## config.mk

```make
export PLATFORM = sky130hd
export DESIGN_NAME = thtnf_queue
export DESIGN_NICKNAME = d
export VERILOG_FILES = /design/src/typed_handle_table_next_fit_defines.svh /design/src/thtnf_pkg.sv /design/src/thtnf_queue.sv
export SDC_FILE = /design/constraint.sdc
export NUM_CORES = 1
export LEC_CHECK = 0
export BUFFER_PORTS_ARGS = -buffer_cell sky130_fd_sc_hd__buf_2
export CORE_MARGIN = 8
export CORE_UTILIZATION = 45
export DETAILED_ROUTE_END_ITERATION = 12
export HOLD_SLACK_MARGIN = 0.05
export PLACE_DENSITY_LB_ADDON = 0.15
export SYNTH_ARGS = -nofsm -noshare
export SYNTH_HDL_FRONTEND = slang
export SYNTH_SLANG_ARGS = --single-unit
```

## constraint.sdc

```tcl
create_clock -name i_clk -period 2.7 [get_ports i_clk]
set_input_delay 0.135 -clock i_clk [delete_from_list [all_inputs] [get_ports i_clk]]
set_output_delay 0.135 -clock i_clk [all_outputs]
set_load 0.005 [all_outputs]
```

## src/typed_handle_table_next_fit_defines.svh

```systemverilog
// Assertion helpers for the handle table RTL (used by thtnf_back).
`ifndef TYPED_HANDLE_TABLE_NEXT_FIT_DEFINES_SVH
`define TYPED_HANDLE_TABLE_NEXT_FIT_DEFINES_SVH

// Same-cycle implication, disabled during reset.
`define THTNF_ASSERT_IMP(label, clk, rst_n, ante, cons) \
    label: assert property (@(posedge clk) disable iff (!rst_n) (ante) |-> (cons)) \
        else $error("thtnf: same-cycle check failed");

// Next-cycle implication, disabled during reset.
`define THTNF_ASSERT_NXT(label, clk, rst_n, ante, cons) \
    label: assert property (@(posedge clk) disable iff (!rst_n) (ante) |=> (cons)) \
        else $error("thtnf: next-cycle check failed");

`endif

```

## src/thtnf_pkg.sv

```systemverilog
`default_nettype none

package thtnf_pkg;

    localparam int TABLE_SLOTS = 1024;

    localparam int IDX_W     = (TABLE_SLOTS > 1) ? $clog2(TABLE_SLOTS) : 1;
    localparam int HINT_W    = $clog2(TABLE_SLOTS + 1);
    localparam int ROW_W     = 32;
    localparam int BIT_W     = 5;
    localparam int NROWS     = (TABLE_SLOTS + ROW_W - 1) / ROW_W;
    localparam int ROW_IDX_W = (NROWS > 1) ? $clog2(NROWS) : 1;
    localparam int RCNT_W    = $clog2(NROWS + 1);
    localparam int POS_W     = ROW_IDX_W + BIT_W;

    localparam int KIND_W    = 2;
    localparam int HANDLE_W  = 32;
    localparam int TYPE_W    = 3;
    localparam int DATA_W    = 32;
    localparam int STATUS_W  = 2;
    localparam int RHANDLE_W = 31;
    localparam int HSHIFT    = 6;
    localparam int HFIELD_W  = 24;

    localparam int QDEPTH    = 2;
    localparam int QPTR_W    = 1;
    localparam int QCNT_W    = 2;

    localparam logic [KIND_W-1:0] KIND_INSERT = 2'd0;
    localparam logic [KIND_W-1:0] KIND_LOOKUP = 2'd1;
    localparam logic [KIND_W-1:0] KIND_REMOVE = 2'd2;

    typedef enum logic [STATUS_W-1:0] {
        ST_OK      = 2'd0,
        ST_INVALID = 2'd1,
        ST_FULL    = 2'd2
    } t_status;

    typedef enum logic [1:0] {
        OP_INSERT,
        OP_LOOKUP,
        OP_REMOVE,
        OP_REJECT
    } t_op;

    typedef struct packed {
        t_op                op;
        logic [IDX_W-1:0]   idx;
        logic [TYPE_W-1:0]  etype;
        logic [DATA_W-1:0]  payload;
    } t_cmd;

    typedef enum logic [2:0] {
        S_CLEAR,
        S_IDLE,
        S_REJECT,
        S_CHK_RD,
        S_CHK_EV,
        S_SRCH_RD,
        S_SRCH_EV
    } t_bstate;

endpackage

`default_nettype wire

```

## src/thtnf_queue.sv

```systemverilog
`default_nettype none

module thtnf_queue (
    input  logic              i_clk,
    input  logic              i_rst_n,
    input  logic              i_push_valid,
    output logic              o_push_ready,
    input  thtnf_pkg::t_cmd   i_push_cmd,
    output logic              o_pop_valid,
    input  logic              i_pop_ready,
    output thtnf_pkg::t_cmd   o_pop_cmd
);
    import thtnf_pkg::*;

    t_cmd              r_mem [QDEPTH];
    logic [QPTR_W-1:0] r_wr;
    logic [QPTR_W-1:0] r_rd;
    logic [QCNT_W-1:0] r_cnt;
    logic              w_push;
    logic              w_pop;

    assign o_push_ready = (r_cnt != QCNT_W'(QDEPTH));
    assign o_pop_valid  = (r_cnt != '0);
    assign o_pop_cmd    = r_mem[r_rd];
    assign w_push       = i_push_valid && o_push_ready;
    assign w_pop        = o_pop_valid && i_pop_ready;

    always_ff @(posedge i_clk) begin
        if (!i_rst_n) begin
            r_wr  <= '0;
            r_rd  <= '0;
            r_cnt <= '0;
        end else begin
            if (w_push) begin
                r_wr <= r_wr + QPTR_W'(1);
            end
            if (w_pop) begin
                r_rd <= r_rd + QPTR_W'(1);
            end
            case ({w_push, w_pop})
                2'b10:   r_cnt <= r_cnt + QCNT_W'(1);
                2'b01:   r_cnt <= r_cnt - QCNT_W'(1);
                default: r_cnt <= r_cnt;
            endcase
        end
    end

    always_ff @(posedge i_clk) begin
        if (w_push) begin
            r_mem[r_wr] <= i_push_cmd;
        end
    end

endmodule

`default_nettype wire

```

Word-level counts from Yosys, hierarchy flattened
Memory sizes are Yosys's and may differ from the RTL's. A register that Yosys moved wholly into a read port is not among the register bits.
Cells that the tools add are included.
- register bits: 4
- bits in writable memories: 94
- input port bits: 51
- output and inout bits: 49
- word-level logic and storage cells: 20
- memories kept: 1
- memory list (name ; words ; width ; read ports ; clocked after memory_dff ; write ports ; RTL line ; RTL):
    r_mem ; 2 ; 47 ; 1 ; 1 ; 1 ; thtnf_queue.sv:15 ; t_cmd r_mem [QDEPTH];
- add/sub/neg operators: 4
- equality and inequality tests: 3
- multiplexer cells: 5
- reductions and logical operators: 4
- operators with widths (operator ; count):
    2-to-1 mux 1 bit ; 4
    case mux 2 bit (2 select lines) ; 1
    nonzero test 2 bit ; 2
    adder 1 bit, second input constant ; 2
    adder 2 x 1 -> 2 bit, second input constant ; 1
    equality test 2 x 1 -> 1 bit, second input constant ; 1
    equality test 2 bit, second input constant ; 1
    logical AND 1 bit ; 2
    != test 2 bit, second input constant ; 1
    subtractor 2 x 1 -> 2 bit, second input constant ; 1

Depth between registers and ports, before layout
Gate-level depths: netlist of run 1.
- word-level depth: 4
- gate-level depth with buffers: 6
- gate-level depth less buffers: 6

Worst setup path after synthesis of run 1
No wires, ideal clock.
- path kind: register -> register
- start point: reg r_cnt[0]
- end point: mem r_mem[1][0] (netlist bit) (enable)
- setup time: 0.409 ns
- arrival time: 1.781 ns
- required time: 2.291 ns
- setup slack: 0.509 ns
- cell stages (with the launch flop): 3
- buffers on the path: 0
- period minus slack after synthesis: 2.191 ns
- cell sequence: dfxtp_1 -> nand2b_1 -> and3_1
- longest elaborated chain between the ends: 4
- RTL lines (what ; RTL line ; RTL):
    start, declared ; thtnf_queue.sv:18 ; logic [QCNT_W-1:0] r_cnt;
    start signal, assigned ; thtnf_queue.sv:41 ; 2'b10: r_cnt <= r_cnt + QCNT_W'(1);
    start signal, assigned ; thtnf_queue.sv:42 ; 2'b01: r_cnt <= r_cnt - QCNT_W'(1);
    start signal, assigned ; thtnf_queue.sv:43 ; default: r_cnt <= r_cnt;
    != test 2 bit ; thtnf_queue.sv:22 ; assign o_push_ready = (r_cnt != QCNT_W'(QDEPTH));
    net o_push_ready ; thtnf_queue.sv:7 ; output logic o_push_ready,
    logical AND 1 bit ; thtnf_queue.sv:25 ; assign w_push = i_push_valid && o_push_ready;
    2-to-1 mux 1 bit ; thtnf_queue.sv:49 ; if (w_push) begin
    2-to-1 mux 1 bit (not written as such) ; thtnf_queue.sv:50 ; r_mem[r_wr] <= i_push_cmd;
    end, declared ; thtnf_queue.sv:15 ;
The timed path passes the listed nets, and every way through them passes these cells.

==> metrics, run 1 <==
Fin Hold WS 132.2 ps; vias in the first global route 2236; pin count of the biggest net entering global routing 28; Worst-path clk slew 90 ps; switching share of power 26.81%; pins over their slew limit 0; fillcell total 602; 1st-pass router iterations 6; GPL Wtd Cong 0.6610; Leak 0.001842 uW; clk_skew 6.060 ps; die width 105.7 um; Initial Utilization 46.60%; crit path cell chain buf_12 > mux2_2 > buf_2; startpoint types register; slowest stage delay, CP 750 ps; flops & latches, synth 99; Hold Path Class input port to register; GRT Total Usage 12.60%; status completed; WL per Instance 15.94 um; final worst path period need 1993 ps; Flop pwr share 52.1%; # DRC 0; synthesized area per cell 21.29 um2; diode count 0; share of cells above drive strength 1 51.06%; Vias/cell 4.647; Die Area 11170 um2; measured slew at the worst slew-check pin 636.3 ps; Die Y 105.7 um; total of max-cap violations 0; Setup Crit Path Kind register to output pin; Top delay family on crit path flip-flops; final setup fails 0; Net Switching 1056 uW; io pins 100; part of the Yosys area used for sequential elements 80.75%; Peak Freq 501.8 MHz; Max FO, Critical Path 25; Num CTS Buffers 9; Clk pwr share 21.0%; Clock Path Buffers 2; Final ANT Viol Nets 0; Final #Nets 378; internal power 2882 uW; initial antenna violation count 0; Setup crit end kind output pin; Post-CTS Repair Setup Buffers 0; number of placed instances, taps included 369; crit path buf inv count 2; Ys Warns 0; Layout Area Growth over Synthesis 36.26%; root buffer cell clkbuf_8; CP arrival 1860 ps; Total Wirelength 6900 um; worst vdd ir 0.5602 mV; synthesized area 3620 um2; gr ovfl total 0; # clock sinks 99; Critical Path Slowest Stage Cell dfxtp_2; PortBufs 99; cells after synthesis 170; Resized Gates After CTS 0; syn_nets 222; Power, Total 3937 uW; Finished Layout Cells 433; Core Box Area 7767 um2; Vias 2012; Fin. Hold Viols 0; PwrDens 798.3 nW/um2; unrepaired setup endpoints after global routing no; Worst-Skew Late Latency 340 ps; first-pass GRT wire length 11030 um; setup tns final 0 ps; TritonCTS clock tree built; hpwl dp 4496 um; Cell Rows 32; CTS HTree Levels 3; Final Cycle Share 73.80%; CTS Hold Bufs 48; relative slew slack 57.58%; CP Data Required Time 2570 ps; power share of the combinational group 26.8%; Iter 0 DRT Violations 75; post-synthesis cell type count 21
[through the flow]
step	util [%]	worst slack, ps	cell area, um2
6_report	63.50	707.3	4932
2_1_floorplan	-	509.3	3620
3_5_place_dp	55.01	919.6	4273
3_3_place_gp	55.01	967.3	4273
5_1_grt	63.50	573.7	4932
4_1_cts	63.50	647.6	4932
[tightest hold or removal path: cells and delay by family]
family | cells | cell delay, ps
buffers and inverters | 1 | 110
AO/OA/AOI/OAI | 2 | 180
[path summary, 6_finish.rpt]
kind / startpoint / endpoint / slack [ps] / cells after the start
worst min register to register: r_cnt[1] / r_cnt[1] / 530 / 2
worst max register to register: r_cnt[0] / r_mem[0][31] / 910 / 4
worst min-delay path: i_push_valid / r_wr / 130 / 3
worst max-delay path: register / o_pop_cmd[41] / 710 / 3
[synthesized netlist by cell type (all sizes together)]
master | number | area, um2
edfxtp | 94 | 2823
mux2 | 47 | 529.3
buf | 5 | 32.53
dfxtp | 5 | 100.1
xnor2 | 3 | 26.28
a21boi | 2 | 15.02
nor2b | 2 | 12.51
a21bo | 1 | 10.01
and2 | 1 | 6.260
and3 | 1 | 6.260
ha | 1 | 12.51
inv | 1 | 3.750
nand2 | 1 | 3.750
nand2b | 1 | 6.260
nand3b | 1 | 7.510
o21a | 1 | 7.510
o21ai | 1 | 5.000
or2 | 1 | 6.260
or3 | 1 | 6.260
[power groups by stage]
| stage | Clock, uW | Combinational, uW | Sequential [uW] |
|---|---|---|---|
| global route | 909 | 1150 | 2090 |
| detailed placement | 0 | 1020 | 2090 |
| global placement | 0 | 1020 | 2080 |
| floorplan | 0 | 632 | 2020 |
| CTS | 858 | 1080 | 2060 |
| finish | 828 | 1060 | 2050 |
[flip-flops by register name, indices dropped and copies added, names as in the netlist, named ones only]
| name | flops |
|---|---|
| r_mem | 94 |
| r_cnt | 2 |
| r_rd | 1 |
| r_wr | 1 |
[per-layer routing]
metal,share of wire [%],vias up,global-route usage (%)
li1,-,971,-
met1,41,981,14.26
met2,53,55,21.67
met3,5.4,5,3.532
met4,0.67,0,5.729
met5,0,-,0
[layout by cell type, fill, tap and decap left out, types with 2 or more instances in the layout]
| cell type | synthesis | layout |
|---|---|---|
| xnor2_1 | 3 | 3 |
| buf_2 | 2 | 99 |
| nor2b_1 | 2 | 2 |
| mux2_2 | 47 | 47 |
| clkbuf_8 | 0 | 9 |
| clkinvlp_4 | 0 | 3 |
| buf_12 | 0 | 3 |
| dfxtp_1 | 5 | 4 |
| edfxtp_1 | 94 | 94 |
| dlygate4sd3_1 | 0 | 48 |
| clkinv_4 | 0 | 2 |
[area by class of cell]
type	instances	area (um2)	area share [%]
timing repair buffer	150	1036	21.00
clock buffer	10	127.6	2.588
inverter	1	3.754	0.07610
clock inverter	6	51.30	1.040
sequential	99	2924	59.28
multi-input combinational	65	661.9	13.42
tap	102	127.6	2.588
[cell families (layout without fill, tap and decap cells)]
| family | Yosys count | after routing | synth area share (%) |
|---|---|---|---|
| simple gates | 9 | 9 | 1.521 |
| xor+xnor | 3 | 3 | 0.7260 |
| fa+ha+maj | 1 | 1 | 0.3456 |
| compound gates | 5 | 5 | 1.037 |
| buf+inv | 6 | 167 | 1.002 |
| flops | 99 | 99 | 80.75 |
| mux | 47 | 47 | 14.62 |
No activity file was read; power rests on OpenSTA's default activity.
==> run 2: changes to the inputs <==
==> constraint.sdc (replaced) <==
create_clock -name i_clk -period 2.07 [get_ports i_clk]
set_input_delay 0.1035 -clock i_clk [delete_from_list [all_inputs] [get_ports i_clk]]
set_output_delay 0.1035 -clock i_clk [all_outputs]
set_load 0.005 [all_outputs]
==> run 2 against run 1 <==
First-iteration DRC count grew 6.7%. Wire length rose by 1.9%. Flip-flop and latch count stayed put. Worst setup slack got worse by 260 ps. Critical path depth unchanged. Power increased by 28%. Sequential power increased by 27%. Worst hold slack worse by 43 ps. Die area unchanged.
==> metrics, run 2 (synthesis results as in run 1) <==
status completed; PwrDens 1027 nW/um2; unrepaired setup endpoints after global routing no; Flop pwr share 51.8%; CP arrival 1520 ps; # DRC 0; Vias 2038; multi-input combinational cell area 661.9 um2; internal power 3716 uW; Leak 0.001849 uW; Worst-Skew Late Latency 340 ps; Reg with most FFs r_mem; most frequent cells in the layout buf_2, edfxtp_1, dlygate4sd3_1; Final Cycle Share 78.58%; setup tns final 0 ps; Post-CTS Repair Setup Buffers 0; gr ovfl total 0; sequential cell area 2924 um2; diode count 0; Initial Utilization 46.60%; Clock Path Buffers 2; Die Area 11170 um2; pins over their slew limit 0; Num CTS Buffers 9; most common cell after layout, fill and taps aside buf_2; 1st-pass router iterations 4; fillcell total 575; Max FO, Critical Path 25; Vias/cell 4.685; share of cells above drive strength 1 50.45%; pin count of the biggest net entering global routing 29; Cell Rows 32; root buffer cell clkbuf_8; Setup crit end kind output pin; Fin. Hold Viols 0; Core Box Area 7767 um2; Final #Nets 381; startpoint types register; Final ANT Viol Nets 0; Hold Path Class input port to register; Largest register FFs 94; hpwl dp 4646 um; Setup Crit Path Kind register to output pin; Die Y 105.7 um; GPL Wtd Cong 0.6832; CP Data Required Time 1970 ps; biggest regs r_mem (94), r_cnt (2); Iter 0 DRT Violations 80; final worst path period need 1627 ps; measured slew at the worst slew-check pin 343.5 ps; WL per Instance 16.16 um; initial antenna violation count 0; Total Wirelength 7030 um; worst vdd ir 0.5735 mV; Layout Area Growth over Synthesis 35.36%; GRT Total Usage 12.96%; final setup fails 0; # clock sinks 99; switching share of power 26.12%; power share of the combinational group 28.6%; io pins 100; Net Switching 1314 uW; first-pass GRT wire length 11390 um; total of max-cap violations 0; TritonCTS clock tree built; final core utilization 63.08%; PortBufs 99; vias in the first global route 2291; clk_skew 7.199 ps; CTS HTree Levels 3; Worst-path clk slew 80 ps; relative slew slack 77.10%; Clk pwr share 19.6%; Peak Freq 614.8 MHz; die width 105.7 um
run 2: cell count changes in the layout (fill, tap and decap cells not counted):
| cell | before | now |
|---|---|---|
| buf_12 | 3 | 1 |
| buf_4 | 0 | 5 |
| clkinv_1 | 0 | 3 |
| clkinv_2 | 0 | 2 |
| clkinv_4 | 2 | 0 |
| clkinvlp_4 | 3 | 0 |
| inv_8 | 1 | 0 |
run 2: critical path, cell delays in order (launching register included):
cell,delay (ps)
dfxtp_2,330
buf_4,320
mux2_2,390
buf_2,130
run 2: worst paths after layout:
path	startpoint	endpoint	slack, ps	cells past startpoint
setup reg to reg	r_cnt[0]	r_cnt[1]	480	5
hold reg to reg	r_cnt[1]	r_cnt[1]	530	2
hold / removal	i_push_valid	r_wr	90	3
setup / recovery	register	o_pop_cmd[29]	440	3
run 2: power by group through the flow:
stage	sequential [uW]	combinational [uW]	clock, uW
after floorplan	2630	825	0
after global placement	2640	1390	0
after detailed placement	2650	1390	0
after CTS	2610	1470	1030
after global routing	2640	1570	1100
final	2610	1440	987
run 2: routing by layer:
| metal | share of wire, % | vias to the layer above | GRT usage (%) |
|---|---|---|---|
| li1 | - | 981 | - |
| met1 | 40 | 971 | 14.09 |
| met2 | 52 | 69 | 21.98 |
| met3 | 5.5 | 17 | 4.324 |
| met4 | 2.6 | 0 | 6.935 |
| met5 | 0 | - | 0 |
run 2: cell type report:
type / instances / share of cell area, %
Multi-Input combinational cell: 65 / 13.51
Sequential cell: 99 / 59.68
Timing Repair Buffer: 153 / 21.09
Clock buffer: 10 / 2.605
Clock inverter: 5 / 0.4341
Inverter: 1 / 0.07661
Tap cell: 102 / 2.605
run 2: stage by stage:
step	area (um2)	power [uW]	cells	setup slack (ps)	hold slack, ps
6_report	4900	5030	435	443.5	88.79
5_1_grt	4900	5310	435	359.7	84.85
4_1_cts	4900	5108	435	413.1	81.75
3_5_place_dp	4270	4048	372	476.7	295.7
3_3_place_gp	4270	4028	372	556.0	292.2
2_1_floorplan	3621	3460	170	54.35	202.4
run 2: what timing repair did:
item	in CTS	in global routing
endpoints found under the hold margin	99	0
hold buffers	48	0
setup endpoints to repair	0	0
gates resized for setup	0	0
