File: config.mk
export PLATFORM = sky130hd
export DESIGN_NAME = thtnf_front_flat
export DESIGN_NICKNAME = d
export VERILOG_FILES = /design/src/typed_handle_table_next_fit_defines.svh /design/src/thtnf_pkg.sv /design/src/thtnf_ifs.sv /design/src/thtnf_front.sv /design/src/flat_wrapper.sv
export SDC_FILE = /design/constraint.sdc
export NUM_CORES = 1
export LEC_CHECK = 0
export ABC_CLOCK_PERIOD_IN_PS = 2000
export BUFFER_PORTS_ARGS = -buffer_cell sky130_fd_sc_hd__buf_2
export CAP_MARGIN = 20
export CORE_MARGIN = 5
export CORE_UTILIZATION = 23
export DETAILED_ROUTE_END_ITERATION = 8
export GPL_ROUTABILITY_DRIVEN = 0
export GPL_TIMING_DRIVEN = 0
export PLACE_DENSITY = 0.95
export SETUP_SLACK_MARGIN = 0.4
export SLEW_MARGIN = 0
export SYNTH_ARGS = -nofsm -noshare
export SYNTH_HDL_FRONTEND = slang
export SYNTH_SLANG_ARGS = --single-unit
File: constraint.sdc
create_clock -name vclk -period 2
set_input_delay 0.4 -clock vclk [all_inputs]
set_output_delay 0.4 -clock vclk [all_outputs]
set_load 0.02 [all_outputs]
File: src/typed_handle_table_next_fit_defines.svh
// Assertion helpers for the handle table RTL (used by thtnf_back).
`ifndef TYPED_HANDLE_TABLE_NEXT_FIT_DEFINES_SVH
`define TYPED_HANDLE_TABLE_NEXT_FIT_DEFINES_SVH

// Same-cycle implication, disabled during reset.
`define THTNF_ASSERT_IMP(label, clk, rst_n, ante, cons) \
    label: assert property (@(posedge clk) disable iff (!rst_n) (ante) |-> (cons)) \
        else $error("thtnf: same-cycle check failed");

// Next-cycle implication, disabled during reset.
`define THTNF_ASSERT_NXT(label, clk, rst_n, ante, cons) \
    label: assert property (@(posedge clk) disable iff (!rst_n) (ante) |=> (cons)) \
        else $error("thtnf: next-cycle check failed");

`endif

File: src/thtnf_pkg.sv
`default_nettype none

package thtnf_pkg;

    localparam int TABLE_SLOTS = 1024;

    localparam int IDX_W     = (TABLE_SLOTS > 1) ? $clog2(TABLE_SLOTS) : 1;
    localparam int HINT_W    = $clog2(TABLE_SLOTS + 1);
    localparam int ROW_W     = 32;
    localparam int BIT_W     = 5;
    localparam int NROWS     = (TABLE_SLOTS + ROW_W - 1) / ROW_W;
    localparam int ROW_IDX_W = (NROWS > 1) ? $clog2(NROWS) : 1;
    localparam int RCNT_W    = $clog2(NROWS + 1);
    localparam int POS_W     = ROW_IDX_W + BIT_W;

    localparam int KIND_W    = 2;
    localparam int HANDLE_W  = 32;
    localparam int TYPE_W    = 3;
    localparam int DATA_W    = 32;
    localparam int STATUS_W  = 2;
    localparam int RHANDLE_W = 31;
    localparam int HSHIFT    = 6;
    localparam int HFIELD_W  = 24;

    localparam int QDEPTH    = 2;
    localparam int QPTR_W    = 1;
    localparam int QCNT_W    = 2;

    localparam logic [KIND_W-1:0] KIND_INSERT = 2'd0;
    localparam logic [KIND_W-1:0] KIND_LOOKUP = 2'd1;
    localparam logic [KIND_W-1:0] KIND_REMOVE = 2'd2;

    typedef enum logic [STATUS_W-1:0] {
        ST_OK      = 2'd0,
        ST_INVALID = 2'd1,
        ST_FULL    = 2'd2
    } t_status;

    typedef enum logic [1:0] {
        OP_INSERT,
        OP_LOOKUP,
        OP_REMOVE,
        OP_REJECT
    } t_op;

    typedef struct packed {
        t_op                op;
        logic [IDX_W-1:0]   idx;
        logic [TYPE_W-1:0]  etype;
        logic [DATA_W-1:0]  payload;
    } t_cmd;

    typedef enum logic [2:0] {
        S_CLEAR,
        S_IDLE,
        S_REJECT,
        S_CHK_RD,
        S_CHK_EV,
        S_SRCH_RD,
        S_SRCH_EV
    } t_bstate;

endpackage

`default_nettype wire

File: src/thtnf_ifs.sv
`default_nettype none

interface thtnf_req_if;
    import thtnf_pkg::*;
    logic                valid;
    logic                ready;
    logic [KIND_W-1:0]   kind;
    logic [HANDLE_W-1:0] handle;
    logic [TYPE_W-1:0]   entry_type;
    logic [DATA_W-1:0]   payload;

    modport source (output valid, kind, handle, entry_type, payload, input ready);
    modport sink   (input valid, kind, handle, entry_type, payload, output ready);
endinterface


`default_nettype wire

File: src/thtnf_front.sv
`default_nettype none

module thtnf_front (
    thtnf_req_if.sink         i_req,
    input  logic              i_clearing,
    output logic              o_cmd_valid,
    input  logic              i_cmd_ready,
    output thtnf_pkg::t_cmd   o_cmd
);
    import thtnf_pkg::*;

    logic [HFIELD_W-1:0] w_field;
    logic                w_fmt_ok;

    always_comb begin
        w_field  = i_req.handle[HSHIFT +: HFIELD_W];
        w_fmt_ok = !i_req.handle[HANDLE_W-1] && i_req.handle[HANDLE_W-2]
                   && (i_req.handle[HSHIFT-1:0] == '0)
                   && ({1'b0, w_field} < (HFIELD_W + 1)'(TABLE_SLOTS))
                   && (w_field != '0);

        o_cmd.idx     = w_field[IDX_W-1:0];
        o_cmd.etype   = i_req.entry_type;
        o_cmd.payload = i_req.payload;
        case (i_req.kind)
            KIND_INSERT: o_cmd.op = OP_INSERT;
            KIND_LOOKUP: o_cmd.op = w_fmt_ok ? OP_LOOKUP : OP_REJECT;
            KIND_REMOVE: o_cmd.op = w_fmt_ok ? OP_REMOVE : OP_REJECT;
            default:     o_cmd.op = OP_REJECT;
        endcase
    end

    assign o_cmd_valid = i_req.valid && !i_clearing;
    assign i_req.ready = i_cmd_ready && !i_clearing;

endmodule

`default_nettype wire

File: src/flat_wrapper.sv
// flat-port wrapper written by rule: the top's interface ports become plain ports
module thtnf_front_flat import thtnf_pkg::*;
  (i_clearing, o_cmd_valid, i_cmd_ready, o_cmd, i_req_valid, i_req_kind, i_req_handle, i_req_entry_type, i_req_payload, i_req_ready);
  thtnf_req_if i_req_i ();
  input  logic i_clearing;
  output logic o_cmd_valid;
  input  logic i_cmd_ready;
  output thtnf_pkg::t_cmd o_cmd;
  input wire logic [$bits(i_req_i.valid)-1:0] i_req_valid;
  input wire logic [$bits(i_req_i.kind)-1:0] i_req_kind;
  input wire logic [$bits(i_req_i.handle)-1:0] i_req_handle;
  input wire logic [$bits(i_req_i.entry_type)-1:0] i_req_entry_type;
  input wire logic [$bits(i_req_i.payload)-1:0] i_req_payload;
  output wire logic [$bits(i_req_i.ready)-1:0] i_req_ready;
  assign i_req_i.valid = i_req_valid;
  assign i_req_i.kind = i_req_kind;
  assign i_req_i.handle = i_req_handle;
  assign i_req_i.entry_type = i_req_entry_type;
  assign i_req_i.payload = i_req_payload;
  assign i_req_ready = i_req_i.ready;
  thtnf_front u_core (.i_req(i_req_i), .i_clearing(i_clearing), .o_cmd_valid(o_cmd_valid), .i_cmd_ready(i_cmd_ready), .o_cmd(o_cmd));
endmodule
# Word level (Yosys, flattened, before mapping)
# Index checks and enable logic that the tools add are counted.
# op_classes
order_cmp,1
eq_ne,2
muxes,3
reduce_logical,11
# op_table
operator,n
$lt A24 B11 Y1 const B,1
$reduce_bool A24 Y1,1
$logic_and A1 B1 Y1,6
$logic_not A6 Y1,1
$pmux W2 S3,1
$eq A2 B1 Y1 const B,1
$eq A2 B2 Y1 const B,1
$logic_not A1 Y1,2
$logic_not A2 Y1,1
$mux W2,1
$mux W1,1
# totals
reg_bits,0
input_bits,72
output_inout_bits,49
elab_cells,17

# Depth between registers and ports, before layout
# Gate-level depths: netlist (run 1).
# logic_depth
ltp_word,7
mapped_depth,3
mapped_depth_nobuf,3

# Worst setup path after synthesis (run 1)
# No wires, ideal clock.
# synth_path
path_kind,in2out
startpoint,input port i_req_handle[25]
endpoint,output port o_cmd[45] (netlist bit)
arrival_time_ns,1.337
t_required_ns,1.600
slack_ns,0.263
cell_stages,3
path_buffers,0
path_cell_list,or4_1 nor3_2 a41oi_1
# synth_lines
item,line,text
start: declaration,flat_wrapper.sv:11,input wire logic [$bits(i_req_i.handle)-1:0] i_req_handle;
end: declaration,flat_wrapper.sv:8,output thtnf_pkg::t_cmd o_cmd;

==> metrics.yaml, run 1 <==
routing:
  dr_total_vias: 691
  wl_met3_microns: 319
  wl_met1_microns: 500
  vias_per_cell: 3.93
  final_antenna_net_count: 0
  highest_layer: "met3"
  wire_per_inst_microns: 11.2
  dr.first_iter.drc_count: 0
  wl_met2_microns: 1160
  first_pass_iters: 1
  totalWireLength_microns: 1980
  route.detailed.drc: 0
timing:
  hold_viol: 0
  worstMarginPinSlew_ns: 0.244
  whs_ns: 1.02
  setup_viol: 0
  rsz0062_at_grt: "true"
  max_clock_freq_ghz: 0.533
  slew_headroom_pct: 83.5
  period_share_pct: 93.9
  fin_tns_setup_ns: 0
  fin_crit_ns: 1.88
  drv_slew: 0
synth:
  synth_xor_xnor_area_share_pct: 0
  yosysTopAreaCell: "buf_4"
  syn_area_sq_um: 454
  synth_fa_ha_area_share_pct: 0
  synth_top_cells_by_area: "buf_4 (74%), nor4_1 (6.9%), a41oi_1 (3.9%)"
  synth_fp_nets: 135
  ys_warn_count: 0
  syn_area_per_cell_sq_um: 7.21
  synth_top_family_by_area: "buffers and inverters"
  synth.mux.area_fraction_pct: 0
  yosys.area_share.simple_pct: 20.1
  synthDistinctLibCells: 11
  synth_compound_gate_area_share_pct: 3.86
  synth_cells: 63
  ys_seq_area_share_pct: 0
  synth_top_area_share_pct: 74.4
cells_and_area:
  n_antenna_cell: 0
  nFillCells: 196
  final_core_util_pct: 49.1
  seqCellArea_sq_um: 0
  drive_gt1_share_pct: 90.6
  fin_cells: 176
  multi_input_area_sq_um: 134
  nClkBuffers: 0
  areaGrowthSynthToFinish_pct: 108
  nets: 223
  design.seq.count: 0
place:
  dp_hpwl_microns: 1980
  placed_cells: 176
  numPortBuffers: 86
die:
  core_sq_um: 1920
  die_h_microns: 54.4
  dieArea_sq_um: 2960
  start_util_pct: 23.6
  die_x_microns: 54.4
  io_pins: 121
  num_rows: 16
grt:
  grt_max_degree: 3
  grt_pass1_wl_microns: 2630
  grt_pass1_vias: 709
  grt_usage_pct: 11.4
  grt.overflow.total: 0
  antenna_found_initial: 0
setup_path:
  cp-end-kind: "output port"
  arrival_ns: 1.48
  cpMaxStageDelayCell: "or4_4"
  path_common_cell: "buf_2"
  path_class: "input port to output port"
  crit_required_ns: 1.60
  path_cells: "buf_2 > or4_4 > nor3_4 > a41oi_2 > buf_2"
  cp-start-kind: "input port"
  slowest_delay_ns: 0.53
  crit_fanout: 2
power:
  peakVddDrop_mv: 0.157
  power_density_nw_per_um2: 246
  leakagePower_nw: 0.590
  power_mw: 0.232
clock_network:
  ctsResizeCount: 0
hold_path:
  min_path_cells: 2
  hold-path-endpoint: "o_cmd[26]"
  hold_path.class: "input port to output port"
  min_from: "i_req_payload[26]"
outcome:
  status: "finished clean"
run:
  maxCapViolations: 0
-- synthesized netlist by cell type --
cell	instances
inv_1	2
a41oi_1	2
or4_1	1
nand3_1	1
nor2_1	2
nor4_1	5
buf_4	45
nor3_2	1
and4_1	1
nor2b_1	2
nor4b_1	1
-- routing by layer --
layer | GRT usage, % | up-vias
met2 | 26.1 | 61
li1 | - | 338
met1 | 9.78 | 292
met5 | 0 | -
met4 | 0 | 0
met3 | 3.27 | 0
-- placed cells by master, fill, tap and decap left out --
cell type,n
a41oi_2,2
buf_4,45
and4_1,1
nor4b_1,1
inv_1,2
nor3_4,1
buf_2,86
or4_4,1
nand3_1,1
nor2b_1,2
nor4_1,5
nor2_1,2
-- power breakdown --
group          internal [mW]  switching, mW
clock                      0              0
sequential                 0              0
combinational          0.120          0.112
-- worst max-delay path, delay by kind of cell --
family / cells / cell delay [ns]
simple gates: 2 / 0.69
buf+inv: 2 / 0.26
compound gates: 1 / 0.11
-- per-stage QoR --
step	area, sq um	worst slack, ns
final	943	0.122
after global routing	943	0.0901
after CTS	943	0.114
after detailed placement	943	0.114
after global placement	943	0.127
after floorplan	479	0.320
-- what timing repair did --
action                                  4_1_cts  5_1_grt
endpoints found under the setup margin        2        2
hold buffers                                  0        0
setup buffers                                 0        0
-- cells by family after synthesis --
group                  Yosys count
and+or+nand+nor                 14
AOI/OAI and AO/OA                2
buffers and inverters           47
-- layout make-up --
cell class                 count  share of cell area (%)
timing repair buffer          86                    45.6
buffer                        45                    35.8
multi-input combinational     16                    14.2
tap                           27                    3.58
inverter                       2                   0.796
-- how the worst max path moves through the flow --
stage	from	endpoint	slack, ns	cells past startpoint
CTS	i_req_handle[25]	o_cmd[45]	0.11	5
global placement	i_req_handle[25]	o_cmd[45]	0.13	5
finish	i_req_handle[25]	o_cmd[45]	0.12	5
detailed placement	i_req_handle[25]	o_cmd[45]	0.11	5
global route	i_req_handle[25]	o_cmd[45]	0.09	5
floorplan	i_req_handle[25]	o_cmd[45]	0.32	3
Note: power is estimated with default switching activity, not from simulation.
==> run 2: changes to the inputs <==
--- a/config.mk
+++ b/config.mk
@@ -8,12 +8,14 @@
 export ABC_CLOCK_PERIOD_IN_PS = 2000
 export BUFFER_PORTS_ARGS = -buffer_cell sky130_fd_sc_hd__buf_2
 export CAP_MARGIN = 20
+export CELL_PAD_IN_SITES_DETAIL_PLACEMENT = 0
+export CELL_PAD_IN_SITES_GLOBAL_PLACEMENT = 1
 export CORE_MARGIN = 5
-export CORE_UTILIZATION = 23
+export CORE_UTILIZATION = 11
 export DETAILED_ROUTE_END_ITERATION = 8
 export GPL_ROUTABILITY_DRIVEN = 0
 export GPL_TIMING_DRIVEN = 0
-export PLACE_DENSITY = 0.95
+export PLACE_DENSITY = 0.93
 export SETUP_SLACK_MARGIN = 0.4
 export SLEW_MARGIN = 0
 export SYNTH_ARGS = -nofsm -noshare
==> run 2 against run 1 <==
  * Cell area up 4.0%
  * Sequential cell count is the same
  * Count of clock-buffer cells in the layout unchanged
  * Via count down 3.6%
  * Critical path depth unchanged
==> metrics.yaml, run 2 (synthesis results as in run 1) <==
routing:
  dr.first_iter.drc_count: 4
  dr_total_vias: 666
  final_antenna_net_count: 0
  totalWireLength_microns: 1790
  first_pass_iters: 2
  wire_per_inst_microns: 9.02
  vias_per_cell: 3.35
  route.detailed.drc: 0
place:
  pre_cts_slack_ns: 0.116
  dp_hpwl_microns: 1770
  numPortBuffers: 86
setup_path:
  crit_start: "i_req_handle[25]"
  crit_fanout: 2
  crit_required_ns: 1.60
  cp-start-kind: "input port"
  cp-end-kind: "output port"
  arrival_ns: 1.49
  path_class: "input port to output port"
cells_and_area:
  final_cell_mix: "buf_2 (84), buf_4 (46), nor4_1 (5)"
  drive_gt1_share_pct: 90.6
  design.seq.count: 0
  n_antenna_cell: 0
  nets: 223
  layout.cells.most_common: "buf_2"
  seqCellArea_sq_um: 0
  nClkBuffers: 0
  nFillCells: 432
  areaGrowthSynthToFinish_pct: 116
grt:
  grt_pass1_wl_microns: 2280
  antenna_found_initial: 0
  grt_max_degree: 3
  grt.overflow.total: 0
  grt_usage_pct: 4.92
  grt_pass1_vias: 613
timing:
  setup_viol: 0
  fin_tns_setup_ns: 0
  slew_headroom_pct: 82.1
  whs_ns: 1.02
  hold_viol: 0
  setup_ws_ns: 0.110
  worstMarginPinSlew_ns: 0.266
  fin_crit_ns: 1.89
  max_clock_freq_ghz: 0.529
  period_share_pct: 94.5
  rsz0062_at_grt: "true"
  drv_slew: 0
power:
  internal_power_mw: 0.121
  peakVddDrop_mv: 0.0846
  pwr-share-seq_pct: 0
  power_mw: 0.232
  power_frac_comb_pct: 100.0
  switching_share_pct: 47.7
  power_density_nw_per_um2: 236
  leakagePower_nw: 0.593
  netSwitchingPower_mw: 0.111
  p_clk_share_pct: 0
die:
  start_util_pct: 11.4
  core_sq_um: 4000
  die_h_microns: 74.3
  dieArea_sq_um: 5510
  die_x_microns: 74.3
  io_pins: 121
  num_rows: 23
hold_path:
  hold_path.class: "input port to output port"
  min_from: "i_req_payload[3]"
outcome:
  status: "finished clean"
run:
  maxCapViolations: 0
run 2: final cells by class:
class,count,area [sq um],share of cell area [%]
Timing Repair Buffer,86,439,44.8
Inverter,2,7.51,0.765
Buffer,45,338,34.4
Multi-Input combinational cell,16,134,13.6
Tap cell,50,62.6,6.38
run 2: worst max-delay path, stage by stage:
cell	delay (ns)
buf_6	0.09
or4_4	0.53
nor3_4	0.17
a41oi_2	0.13
buf_4	0.17
run 2: stage by stage:
| stage | area, sq um | utilization, % | cells |
|---|---|---|---|
| 6_report | 981 | 24.5 | 199 |
| 5_1_grt | 981 | 24.5 | 199 |
| 4_1_cts | 972 | 24.3 | 199 |
| 3_5_place_dp | 972 | 24.3 | 199 |
| 3_3_place_gp | 972 | 24.3 | 199 |
| 2_1_floorplan | 479 | - | 63 |
run 2: per-layer routing:
| layer | part of all wire [%] | up-vias | GRT usage, % |
|---|---|---|---|
| li1 | - | 338 | - |
| met1 | 25 | 272 | 4.40 |
| met2 | 56 | 56 | 11.4 |
| met3 | 18 | 0 | 0.946 |
| met4 | 0 | 0 | 0 |
| met5 | 0 | - | 0 |
run 2: final timing paths:
check | end | slack, ns | cells past startpoint
worst max-delay path | o_cmd[46] | 0.11 | 5
worst min-delay path | o_cmd[3] | 1.02 | 2
run 2: what timing repair did:
item / in CTS / in global routing
resized for setup: 0 / 2
pin swaps: 0 / 1
buffers inserted: 0 / 0
hold buffers: 0 / 0
endpoints found under the setup margin: 2 / 2
run 2: power groups by stage:
stage / logic, mW / registers (mW) / clock network (mW)
2_1_floorplan: 0.147 / 0 / 0
3_3_place_gp: 0.230 / 0 / 0
3_5_place_dp: 0.233 / 0 / 0
4_1_cts: 0.233 / 0 / 0
5_1_grt: 0.249 / 0 / 0
6_report: 0.232 / 0 / 0
==> run 3: changes to the inputs <==
--- a/config.mk
+++ b/config.mk
@@ -5,17 +5,18 @@
 export SDC_FILE = /design/constraint.sdc
 export NUM_CORES = 1
 export LEC_CHECK = 0
+export ABC_AREA = 1
 export ABC_CLOCK_PERIOD_IN_PS = 2000
 export BUFFER_PORTS_ARGS = -buffer_cell sky130_fd_sc_hd__buf_2
 export CAP_MARGIN = 20
 export CELL_PAD_IN_SITES_DETAIL_PLACEMENT = 0
 export CELL_PAD_IN_SITES_GLOBAL_PLACEMENT = 1
 export CORE_MARGIN = 5
-export CORE_UTILIZATION = 11
+export CORE_UTILIZATION = 12
 export DETAILED_ROUTE_END_ITERATION = 8
 export GPL_ROUTABILITY_DRIVEN = 0
 export GPL_TIMING_DRIVEN = 0
-export PLACE_DENSITY = 0.93
+export PLACE_DENSITY = 0.95
 export SETUP_SLACK_MARGIN = 0.4
 export SLEW_MARGIN = 0
 export SYNTH_ARGS = -nofsm -noshare
==> run 3 against run 2 <==
  * Die area up 0.44%
  * Synthesized area up 9.6%
  * Count of clock-buffer cells in the layout unchanged
  * Sequential cell count unchanged
  * Non-clock buffer count unchanged
  * Worst hold slack about the same
  * Global-route usage up 0.62 points
  * Fmax up 20%
  * First-iteration DRC count up 75%
  * Combinational power up 16%
  * Critical path type unchanged
  * Largest power group unchanged
  * Highest routed layer unchanged
==> metrics.yaml, run 3 <==
outcome:
  status: "finished clean"
setup_path:
  cp-start-kind: "input port"
  crit_buf_inv: 2
  path_class: "input port to output port"
  slowest_delay_ns: 0.12
  cp-end-kind: "output port"
  cpMaxStageDelayCell: "nor2_2"
  path_cells: "buf_6 > nor2_2 > nand3_2 > nor2_2 > nor2_1 > nand2_1 > nand2_1 > nand2_1 > buf_6"
  crit_family: "simple AND/OR/NAND/NOR gates"
  crit_fanout: 2
  arrival_ns: 1.17
  crit_required_ns: 1.60
  path_common_cell: "nand2_1"
clock_network:
  cts_setup_buffers: 0
cells_and_area:
  design.seq.count: 0
  layout.cells.most_common: "buf_2"
  seqCellArea_sq_um: 0
  nets: 245
  finish.instance_area_sq_um: 1150
  areaGrowthSynthToFinish_pct: 130
  nClkBuffers: 0
  final_cell_mix: "buf_2 (69), buf_4 (45), buf_6 (17)"
  drive_gt1_share_pct: 86.0
  n_antenna_cell: 0
die:
  dieArea_sq_um: 5540
  io_pins: 121
  die_h_microns: 74.4
  core_sq_um: 4000
  start_util_pct: 12.4
  num_rows: 23
  die_x_microns: 74.4
synth:
  synth_top_area_share_pct: 67.8
  yosysTopAreaCell: "buf_4"
  synth_compound_gate_area_share_pct: 0
  synth_top_cells_by_area: "buf_4 (68%), nor2_1 (14%), nand2_1 (6.8%)"
  synthDistinctLibCells: 8
  synth.most_common_cell: "buf_4"
  synth_cells: 85
  synth_xor_xnor_area_share_pct: 0
  syn_area_per_cell_sq_um: 5.86
  synth.mux.area_fraction_pct: 0
  synth_fa_ha_area_share_pct: 0
  ys_seq_area_share_pct: 0
  syn_area_sq_um: 498
  synth_top_family_by_area: "buffers and inverters"
  synth_fp_nets: 157
  yosys.area_share.simple_pct: 26.9
  synth_common_cells: "buf_4 (45), nor2_1 (19), nand2_1 (9)"
  ys_warn_count: 0
routing:
  route.detailed.drc: 0
  vias_per_cell: 3.35
  totalWireLength_microns: 2140
  dr_total_vias: 741
  final_antenna_net_count: 0
  dr.first_iter.drc_count: 7
  first_pass_iters: 2
  wire_per_inst_microns: 9.67
power:
  internal_power_mw: 0.145
  p_clk_share_pct: 0
  power_mw: 0.268
  power_frac_comb_pct: 100.0
  netSwitchingPower_mw: 0.123
  peakVddDrop_mv: 0.0984
  pwr-share-seq_pct: 0
  switching_share_pct: 45.9
  power_density_nw_per_um2: 233
  leakagePower_nw: 0.688
place:
  dp_hpwl_microns: 1910
  place_area_sq_um: 991
  numPortBuffers: 86
timing:
  fin_crit_ns: 1.57
  fin_tns_setup_ns: 0
  worstMarginPinSlew_ns: 0.104
  rsz0062_at_grt: "true"
  slew_headroom_pct: 93.0
  drv_slew: 0
  max_clock_freq_ghz: 0.637
  setup_viol: 0
  hold_viol: 0
  period_share_pct: 78.5
grt:
  grt.overflow.total: 0
  grt_pass1_vias: 669
  grt_max_degree: 3
  grt_pass1_wl_microns: 2550
  antenna_found_initial: 0
  grt_usage_pct: 5.54
run:
  maxCapViolations: 0
hold_path:
  hold_path.class: "input port to output port"
==> run 3: worst paths after layout <==
| path | startpoint | end | slack, ns | cells past startpoint |
|---|---|---|---|---|
| max | i_req_handle[7] | o_cmd[45] | 0.43 | 9 |
| min | i_req_payload[23] | o_cmd[23] | 1.02 | 2 |
==> run 3: final cells by class <==
class,instances,area [sq um]
plain buffers,45,338
fillers,442,2850
inverters,7,28.8
multi-input cells,33,181
well taps,50,62.6
repair buffers,86,537
==> run 3: what timing repair did <==
item	4_1_cts	5_1_grt
pin swaps	9	6
hold buffers	0	0
endpoints found under the setup margin	2	2
resized for setup	17	22
==> run 3: power groups by stage <==
stage,Combinational [mW],Clock (mW),Sequential (mW)
detailed placement,0.236,0,0
global placement,0.234,0,0
floorplan,0.151,0,0
global route,0.286,0,0
CTS,0.251,0,0
finish,0.268,0,0
==> run 3: logic make-up (layout without fill, tap and decap cells) <==
kind of cell | count (synthesis) | in the layout
buffers and inverters | 52 | 138
and+or+nand+nor | 33 | 33
==> run 3: per-layer routing <==
metal | share of wire, % | vias up | routed length, microns | track usage, %
li1 | - | 380 | - | -
met1 | 27 | 284 | 568 | 6.08
met2 | 54 | 77 | 1150 | 11.4
met3 | 19 | 0 | 414 | 1.08
met4 | 0 | 0 | 0 | 0
met5 | 0 | - | 0 | 0
==> run 3: through the flow <==
step                      util [%]  hold slack (ns)  instances  setup WS (ns)
final                         28.7             1.02        221          0.430
after global routing          28.7             1.02        221          0.320
after CTS                     26.5             1.02        221          0.398
after global placement        24.8             1.02        221          0.373
after detailed placement      24.8             1.02        221          0.368
after floorplan                  -            0.880         85          0.653
